`src/rtl/core/ilid_pkg.sv`:
```
`timescale 1ns / 1ps
package ilid_pkg;

  localparam int DEPTH_DEF  = 64;
  localparam int ELEM_W_DEF = 32;

  localparam int CMD_W  = 3;
  localparam int IDX_W  = 7;
  localparam int VAL_W  = 32;
  localparam int STAT_W = 2;
  localparam int LEN_W  = 7;

  // tdata layouts, byte padded
  localparam int S_TDATA_W = 48;
  localparam int M_TDATA_W = 48;

  localparam logic [CMD_W-1:0] CMD_INSERT = 3'd0;
  localparam logic [CMD_W-1:0] CMD_REMOVE = 3'd1;
  localparam logic [CMD_W-1:0] CMD_READ   = 3'd2;
  localparam logic [CMD_W-1:0] CMD_PUSH   = 3'd3;
  localparam logic [CMD_W-1:0] CMD_POP    = 3'd4;

  localparam logic [STAT_W-1:0] ST_OK    = 2'd0;
  localparam logic [STAT_W-1:0] ST_RANGE = 2'd1;
  localparam logic [STAT_W-1:0] ST_FULL  = 2'd2;

  typedef struct packed {
    logic ins;
    logic del;
    logic hit;
  } cell_ctl_t;

  // levels of a 4-ary reduction tree over n leaves
  function automatic int tree_levels(int n);
    int lv;
    int span;
    lv   = 1;
    span = 4;
    while (span < n) begin
      span = span * 4;
      lv   = lv + 1;
    end
    return lv;
  endfunction

endpackage

```
`src/rtl/core/ilid_cell.sv`:
```
`timescale 1ns / 1ps
module ilid_cell #(
  parameter int INDEX = 0,
  parameter int PW    = 6,
  parameter int EW    = 32
) (
  input  logic               clk,
  input  ilid_pkg::cell_ctl_t ctl,
  input  logic [PW-1:0]      pos,
  input  logic [EW-1:0]      val,
  input  logic [EW-1:0]      left,
  input  logic [EW-1:0]      right,
  output logic [EW-1:0]      q,
  output logic [EW-1:0]      leaf
);
  import ilid_pkg::*;

  localparam logic [PW-1:0] ME = PW'(INDEX);

  always_ff @(posedge clk) begin
    if (ctl.ins) begin
      if (pos == ME) begin
        q <= val;
      end else if (pos < ME) begin
        q <= left;
      end
    end else if (ctl.del && pos <= ME) begin
      q <= right;
    end
  end

  assign leaf = (ctl.hit && pos == ME) ? q : '0;

endmodule

```
`config.mk`:
```
export PLATFORM = sky130hd
export DESIGN_NAME = ilid_cell
export DESIGN_NICKNAME = d
export VERILOG_FILES = /design/src/rtl/core/ilid_pkg.sv /design/src/rtl/core/ilid_cell.sv
export SDC_FILE = /design/constraint.sdc
export NUM_CORES = 1
export LEC_CHECK = 0
export ABC_AREA = 1
export BUFFER_PORTS_ARGS = -buffer_cell sky130_fd_sc_hd__buf_2
export CORE_MARGIN = 10
export CORE_UTILIZATION = 39
export CTS_CLUSTER_SIZE = 10
export DETAILED_ROUTE_END_ITERATION = 12
export PLACE_DENSITY = 0.88
export SETUP_SLACK_MARGIN = 0.02
export SYNTH_ARGS = -nofsm -noshare
export SYNTH_HDL_FRONTEND = slang
export SYNTH_SLANG_ARGS = --single-unit
```
`constraint.sdc`:
```
create_clock -name clk -period 5.05 [get_ports clk]
set_input_delay 0.2525 -clock clk [delete_from_list [all_inputs] [get_ports clk]]
set_output_delay 0.2525 -clock clk [all_outputs]
set_load 0.02 [all_outputs]
```
# == Word level (Yosys, flattened, before mapping) ==
# Index checks and enable logic that the tools add are counted.
# totals
ff_bits,32
latchBits,0
ramBits,0
rom_bits,0
in_bits,106
out_inout_bits,64
wordCells,14
mem_count,0
# classes
n_addsub,0
mul,0
div_mod_pow,0
order_cmp,2
n_eq_ne,1
shift,0
muxes,5
bitwise_logic,0
n_reduce_logical,5
# op_table
cell,count
2-to-1 mux 32 bit,5
"less-or-equal comparator 6 x 1 -> 1 bit, second input constant",1
zero test 6 bit,1
"< comparator 6 x 1 -> 1 bit, second input constant",1
"!= test 3 x 1 -> 1 bit, second input constant",1
logical AND 1 bit,2
AND reduction 2 bit,1
nonzero test 2 bit,1

# == Logic depth before layout (Yosys ltp) ==
# Gate-level depths: netlist of run 1.
# logic_depth
word_depth,4
mapped_depth,4
ltp_nobuf,3

# == Least setup slack after synthesis of run 1 ==
# No wires, ideal clock.
# synth_path
path_type,input to register
start,input ctl[2] (netlist name)
end,"register q[0], enable pin"
setup_time_ns,0.421
arrival_ns,1.976
t_required_ns,4.629
setup_slack_ns,2.653
cell_stages,4
path_buffers,2
cell_sequence,buf_2 -> buf_6 -> nor2_1 -> nor2_1
# synth_between
elab_chain_len,2
word_cells_on_any_way,3
cone_classes,1 x eq/ne; 2 x reduce/logical
# synth_lines
item,line,text
start: declaration,ilid_cell.sv:8,"input ilid_pkg::cell_ctl_t ctl,"
!= test 3 x 1 -> 1 bit (no source line) or nonzero test 2 bit (tied branches),--,
AND reduction 2 bit (no source line) *,--,
end signal: assignment,ilid_cell.sv:23,q <= val;
end signal: assignment,ilid_cell.sv:25,q <= left;
end signal: assignment,ilid_cell.sv:28,q <= right;
end: declaration,ilid_cell.sv:13,"output logic [EW-1:0] q,"
# Every way passes the cells marked *; elsewhere a longest branch is shown, timed or not.
# A chain may end at the register's enable or synchronous reset.

# == Worst setup path in the final report of run 1 ==
# Ends and elaborated chain as after synthesis.

==> out/summary.txt, run 1 <==
hold path depth: 2
DRT Wirelength: 5.08 mm
largest net degree at the start of global routing: 34
combinational share of power: 0.122
global route overflow: 0
Synth area leaders: edfxtp_1, mux2_2, nor2_2
Ys Warns: 0
internal power: 0.431 mW
final non-filler cell area: 2520 µm²
Synth Cell Area: 1750 µm²
nets: 386
hpwl dp: 4.16 mm
P per Cell Area: 217 nW/µm²
post-cts sizing count: 0
initial antenna violation count: 0
share of post-route cells with drive strength above 1: 0.744
unrepaired setup endpoints after global routing: false
die area: 7550 µm²
routed length per placed instance: 15.3 µm
DR vias/cell: 4.41
# rows: 24
Port Buffers: 137
vias in the first global route: 1,575
number of hold buffers added after CTS: 0
sequential-to-total area share from yosys stat: 0.551
Slew @ Worst Pin: 0.883 ns
Antenna diodes: 0
Slew Viols, Final: 0
Cell variety after synth: 9
top flop regs: q x32
CTS Buf Count: 5
commonest cells after routing, fill and taps aside: buf_2, mux2_2, inv_1, edfxtp_1, nor2_2
Worst Path Arrival: 1.76 ns
final hold violations: 0
sw frac: 0.212
hold_ws: 0.276 ns
core area: 4350 µm²
DRC viols: 0
H-tree Lvls: 2
synthesis-to-finish area growth: 44.4%
Static Leak: 1.31 nW
GPL Wtd Cong: 0.677
Seq pwr share: 0.545
maximum clock insertion buffer count: 2
DP Area: 2440 µm²
DR pass1 iterations: 4
crit end category: register
fin crit period: 1.86 ns
max FFs per register: 32
first-pass GRT wire length: 7.65 mm
DRT iter0 DRCs: 45
Fmax: 537 MHz
Cells after Synth: 142
Clock Sinks: 32
final worst-path cycle share: 0.369
Crit Path Class: input port to register
MaxCap Viol Count: 0
number of top-level pins: 170
Setup violations, final: 0
Die Ht: 86.9 µm
share of the synthesized area in the top cell type: 0.551
DR vias: 1,467
clock power share: 0.333
clk slew on worst S/H paths: 0.07 ns
Antenna Violating Nets Remaining: 0
syn avg cell area: 12.3 µm²
die width: 86.9 µm
total negative slack: 0 ns
status: finished clean
Seq cells post-synth: 32
root buffer cell: clkbuf_8
CP required: 4.95 ns
Pwr Total: 0.547 mW
CTS tree: yes
commonest non-fill, non-tap cell in the layout: buf_2
post-synth top area cell: edfxtp_1
sw power: 0.116 mW
crit path max fanout: 33
fin worst setup slack: 3.19 ns
HP Class: input port to register
post-place setup slack: 2.82 ns
GR Util All Layers: 0.127
most flop-heavy register: q
Slew HR: 0.410
Max VDD drop: 0.143 mV
post-CTS setup buffers: 0
initial core utilization: 0.401
Worst setup SP type: input port
Mapped Nets: 248
kinds of logic after synthesis:
logic type,Yosys count,share of synthesized area
buffers and inverters,39,0.110
DFF,32,0.551
muxes,32,0.206
and+or+nand+nor,39,0.133
critical path, stage by stage:
cell	delay (ns)
buf_2	0.58
nor2_1	0.18
nor2_4	0.73
final timing paths:
path | slack [ns] | end | from
worst max-delay path | 3.19 | q[0] | ctl[2]
worst min-delay path | 0.28 | q[17] | val[17]
per-layer routing:
layer	track usage	part of all wire	wire, µm
met3	0.0609	0.12	631
met4	0.0574	0.013	64
met2	0.235	0.53	2700
met5	0	0	0
met1	0.114	0.33	1690
metrics by stage:
step,cells,util
6_report,333,0.579
4_1_cts,333,0.579
2_1_floorplan,142,-
3_5_place_dp,325,0.560
5_1_grt,333,0.579
3_3_place_gp,325,0.560
cells in the mapped netlist:
master	number
buf_2	1
buf_6	6
edfxtp_1	32
inv_1	32
mux2_2	32
nand3_1	1
nand4_2	1
nor2_1	7
nor2_2	30
power groups by stage:
| stage | sequential [mW] | clock (mW) | combinational [mW] |
|---|---|---|---|
| final | 0.298 | 0.182 | 0.0669 |
| after global placement | 0.304 | 0 | 0.0644 |
| after global routing | 0.298 | 0.203 | 0.0736 |
| after floorplan | 0.307 | 0 | 0.0326 |
| after detailed placement | 0.304 | 0 | 0.0676 |
| after CTS | 0.298 | 0.190 | 0.0680 |
area by class of cell:
type	count	area [µm²]
Inverter	32	120
Multi-Input combinational cell	71	599
Sequential cell	32	961
Timing Repair Buffer	138	693
Clock buffer	5	68.8
Fill cell	391	1830
Tap cell	52	65.1
Clock inverter	3	13.8
No activity file was read; power rests on OpenSTA's default activity.
==> run 2: changes to the inputs <==
- CORE_UTILIZATION: 39 -> 33
- PLACE_DENSITY: 0.88 -> 0.79
- clock period: 5.05 -> 1.5 ns (I/O delays scaled with it)
==> out/summary.txt, run 2 (synthesis gave the netlist of run 1 again) <==
status: finished clean
share of post-route cells with drive strength above 1: 0.739
global route overflow: 0
crit path max fanout: 32
fin worst setup slack: 0.389 ns
Crit. Startpoint: pos[1]
Clock Sinks: 32
CTS tree: yes
Die Ht: 92.7 µm
GR Util All Layers: 0.118
Static Leak: 1.33 nW
Max VDD drop: 0.381 mV
DR vias/cell: 4.21
vias in the first global route: 1,685
largest net degree at the start of global routing: 33
Slew Viols, Final: 0
post-cts sizing count: 0
CTS Buf Count: 5
maximum clock insertion buffer count: 2
HP Class: input port to register
Slew @ Worst Pin: 0.237 ns
CP required: 1.42 ns
core area: 5110 µm²
MaxCap Viol Count: 0
P per Cell Area: 710 nW/µm²
root buffer cell: clkbuf_8
Slew HR: 0.841
max FFs per register: 32
Antenna Violating Nets Remaining: 0
DP Area: 2520 µm²
H-tree Lvls: 2
Port Buffers: 137
fin crit period: 1.11 ns
crit end category: output port
clk slew on worst S/H paths: 0.06 ns
most flop-heavy register: q
post-CTS setup buffers: 0
hpwl dp: 4.23 mm
GPL Wtd Cong: 0.777
Crit Path Class: input port to output port
DR vias: 1,492
first-pass GRT wire length: 8.28 mm
FILL cells: 495
initial core utilization: 0.342
final non-filler cell area: 2600 µm²
commonest cells after routing, fill and taps aside: buf_2, mux2_2, inv_1, edfxtp_1, nor2_2
die area: 8600 µm²
Setup violations, final: 0
final hold violations: 0
DRT iter0 DRCs: 54
die width: 92.7 µm
Antenna diodes: 0
commonest non-fill, non-tap cell in the layout: buf_2
total negative slack: 0 ns
number of top-level pins: 170
number of hold buffers added after CTS: 0
Worst Path Arrival: 1.04 ns
unrepaired setup endpoints after global routing: false
nets: 389
top flop regs: q x32
initial antenna violation count: 0
Worst setup SP type: input port
routed length per placed instance: 14.6 µm
worst hold path startpoint: right[3]
synthesis-to-finish area growth: 49.0%
DR pass1 iterations: 4
final worst-path cycle share: 0.741
# rows: 26
post-place setup slack: 0.286 ns
DRT Wirelength: 5.16 mm
Fmax: 900 MHz
DRC viols: 0
[run 2: final timing paths]
path                  cells past startpoint  slack [ns]  endpoint
worst max-delay path                      6        0.39  leaf[27]
worst min-delay path                      2         0.1      q[3]
[run 2: report_power, final]
part	internal (mW)	leakage, nW	switching [mW]	total, mW
logic	0.144	1.00	0.0883	0.233
registers	1.00	0.288	0.00358	1.00
clock network	0.322	0.0399	0.289	0.612
total	1.47	1.33	0.381	1.85
[run 2: critical path, stage by stage]
cell	delay [ns]
buf_2	0.09
nor2_1	0.21
nand4_2	0.15
buf_12	0.22
nor2_2	0.11
buf_2	0.17
[run 2: per-layer routing]
layer  GRT usage  up-vias  routed length [µm]
met5           0        -                   0
met4      0.0360        0                  77
met3      0.0605        9                 539
met2       0.220       73                2760
met1       0.109      675                1780
li1            -      735                   -
[run 2: area by class of cell]
class                           count  area (µm²)  area share
Clock inverter                      1        3.75     0.00144
Multi-Input combinational cell     71         599       0.230
Inverter                           32         120      0.0462
Timing Repair Buffer              141         753       0.290
Tap cell                           70        87.6      0.0337
Sequential cell                    32         961       0.369
Clock buffer                        7        76.3      0.0293
[run 2: through the flow]
stage	hold WS (ns)	power [mW]	util	instances
after floorplan	0.295	1.14	-	142
after global placement	0.376	1.25	0.494	346
after detailed placement	0.380	1.26	0.494	346
after CTS	0.0852	1.88	0.509	354
after global routing	0.0903	1.95	0.509	354
final	0.0988	1.85	0.509	354
==> run 3: changes to the inputs <==
- ABC_AREA: 1 -> 0
- CORE_UTILIZATION: 33 -> 36
- PLACE_DENSITY: 0.79 -> 0.83
- clock period: 1.5 -> 1.1 ns (I/O delays scaled with it)
==> out/summary.txt, run 3 <==
global route overflow: 0
nets: 363
initial antenna violation count: 0
Antenna Violating Nets Remaining: 0
number of hold buffers added after CTS: 0
Crit Path Class: input port to output port
number of top-level pins: 170
unrepaired setup endpoints after global routing: true
synthesized-area fraction occupied by adder cells: 0
slowest CP cell: nor4_4
DR vias/cell: 5.17
Worst Path Arrival: 1.08 ns
syn avg cell area: 15.3 µm²
most flop-heavy register: q
Seq cells post-synth: 32
Layout Utilization: 0.616
final non-filler cell area: 2870 µm²
Port Buffers: 137
crit-path cells: buf_6, nor4_4, buf_6, buf_8, and4_1, buf_6
Seq pwr share: 0.534
die width: 89.1 µm
combinational share of power: 0.152
Compound-Gate Fraction of Synth Area: 0.00583
post-synth top area cell: edfxtp_1
hpwl dp: 4.85 mm
commonest non-fill, non-tap cell in the layout: buf_2
sw frac: 0.218
GPL Wtd Cong: 0.777
sw power: 0.560 mW
final cell count without fillers: 311
CP required: 1.04 ns
EDFF count, synth: 32
max FFs per register: 32
largest net degree at the start of global routing: 33
synthesis-to-finish area growth: 67.2%
Setup violations, final: 19
Slew Viols, Final: 0
Crit path top cell by count: buf_6
vias in the first global route: 1,813
post-place setup slack: -0.167 ns
DRT iter0 DRCs: 44
MaxCap Viol Count: 0
first-pass GRT wire length: 9.49 mm
Worst path max stage delay: 0.27 ns
Antenna diodes: 0
final hold violations: 0
maximum clock insertion buffer count: 2
DRT Wirelength: 6.56 mm
die area: 7930 µm²
Clock Sinks: 32
P per Cell Area: 893 nW/µm²
routed length per placed instance: 21.1 µm
# rows: 25
Fmax: 880 MHz
simple-gate share of the synthesized area: 0.180
core area: 4660 µm²
storage element area: 961 µm²
Synth area leaders: edfxtp_1, mux2_2, and4_1
DP Area: 2500 µm²
sequential-to-total area share from yosys stat: 0.560
Slew HR: 0.675
GR Util All Layers: 0.159
Static Leak: 1.28 nW
HP Class: input port to register
Top Family by Delay on Critical Path: buffers and inverters
Slew @ Worst Pin: 0.487 ns
total negative slack: -0.403 ns
Bufs and invs on worst path: 4
Post-synth top flop: edfxtp_1
DR pass1 iterations: 4
Pwr Total: 2.56 mW
CTS tree: yes
final worst-path cycle share: 1.03
initial core utilization: 0.368
commonest cells after routing, fill and taps aside: buf_2, buf_6, mux2_2, edfxtp_1, and4_1
H-tree Lvls: 2
CTS Buf Count: 5
multi-input logic area: 692 µm²
root buffer cell: clkbuf_8
Die Ht: 89.1 µm
internal power: 2.00 mW
worst hold path startpoint: val[28]
hold_ws: 0.0767 ns
Cells after Synth: 112
hold path depth: 2
Worst setup SP type: input port
Synth Area in XOR/XNOR: 0
Synth Cell Area: 1720 µm²
clock power share: 0.313
multiplexer area fraction after synthesis: 0.210
Placed Cells: 298
top post-synthesis cells by count: edfxtp_1, mux2_2, and4_1
Max VDD drop: 0.559 mV
fin worst setup slack: -0.0361 ns
status: finished with violations
fin crit period: 1.14 ns
ys async rst share: 0
failing checks: negative setup slack
share of post-route cells with drive strength above 1: 0.755
Ys Warns: 0
crit end category: output port
Cell variety after synth: 10
main combinational cell family by area after synthesis: multiplexers
DRC viols: 0
DR vias: 1,607
FILL cells: 356
Mapped Nets: 218
crit path max fanout: 14
hold worst-path end: q[28]
share of the synthesized area in the top cell type: 0.560
clk slew on worst S/H paths: 0.06 ns
top flop regs: q x32
[run 3: cell count changes after synthesis, sizes merged]
cell    previous run  this run
clkbuf             0         6
o211a              0         1
nor4               0         1
nand4              1         0
nand3              1         0
and4               0        32
inv               32         0
nor2              37         1
[run 3: routing by layer]
| metal | vias up | global-route usage | share of wire |
|---|---|---|---|
| met1 | 754 | 0.153 | 0.36 |
| met4 | 0 | 0.0506 | 0.015 |
| met5 | - | 0 | 0 |
| li1 | 750 | - | - |
| met2 | 94 | 0.292 | 0.52 |
| met3 | 9 | 0.0775 | 0.11 |
[run 3: cell families after synthesis]
family	Yosys count
AO/OA/AOI/OAI	1
buffers and inverters	13
flip-flops	32
multiplexers	32
AND/OR/NAND/NOR	34
[run 3: timing repair]
action,4_1_cts,5_1_grt
pin swaps,7,11
resized for setup,56,17
buffers inserted,2,0
hold endpoints to repair,0,0
endpoints found under the setup margin,32,64
cloned,2,2
[run 3: worst max-delay path by stage]
stage | start | endpoint | slack (ns) | depth (start not counted)
floorplan | pos[1] | q[0] | -0.23 | 3
global placement | pos[1] | q[13] | -0.14 | 4
detailed placement | pos[1] | q[18] | -0.17 | 4
CTS | pos[2] | leaf[3] | -0.02 | 6
global route | pos[2] | leaf[29] | -0.1 | 6
finish | pos[2] | leaf[23] | -0.04 | 6
[run 3: layout make-up]
| class | instances | share of cell area |
|---|---|---|
| repair buffers | 151 | 0.374 |
| well taps | 54 | 0.0235 |
| multi-input cells | 67 | 0.241 |
| clock buffers | 5 | 0.0240 |
| flip-flops and latches | 32 | 0.335 |
| clock inverters | 2 | 0.00262 |
[run 3: power groups by stage]
stage               Combinational (mW)  Sequential [mW]  Clock [mW]
floorplan                        0.163             1.41           0
global placement                 0.354             1.39           0
detailed placement               0.368             1.39           0
CTS                              0.387             1.37       0.836
global route                     0.424             1.37       0.899
finish                           0.391             1.37       0.804
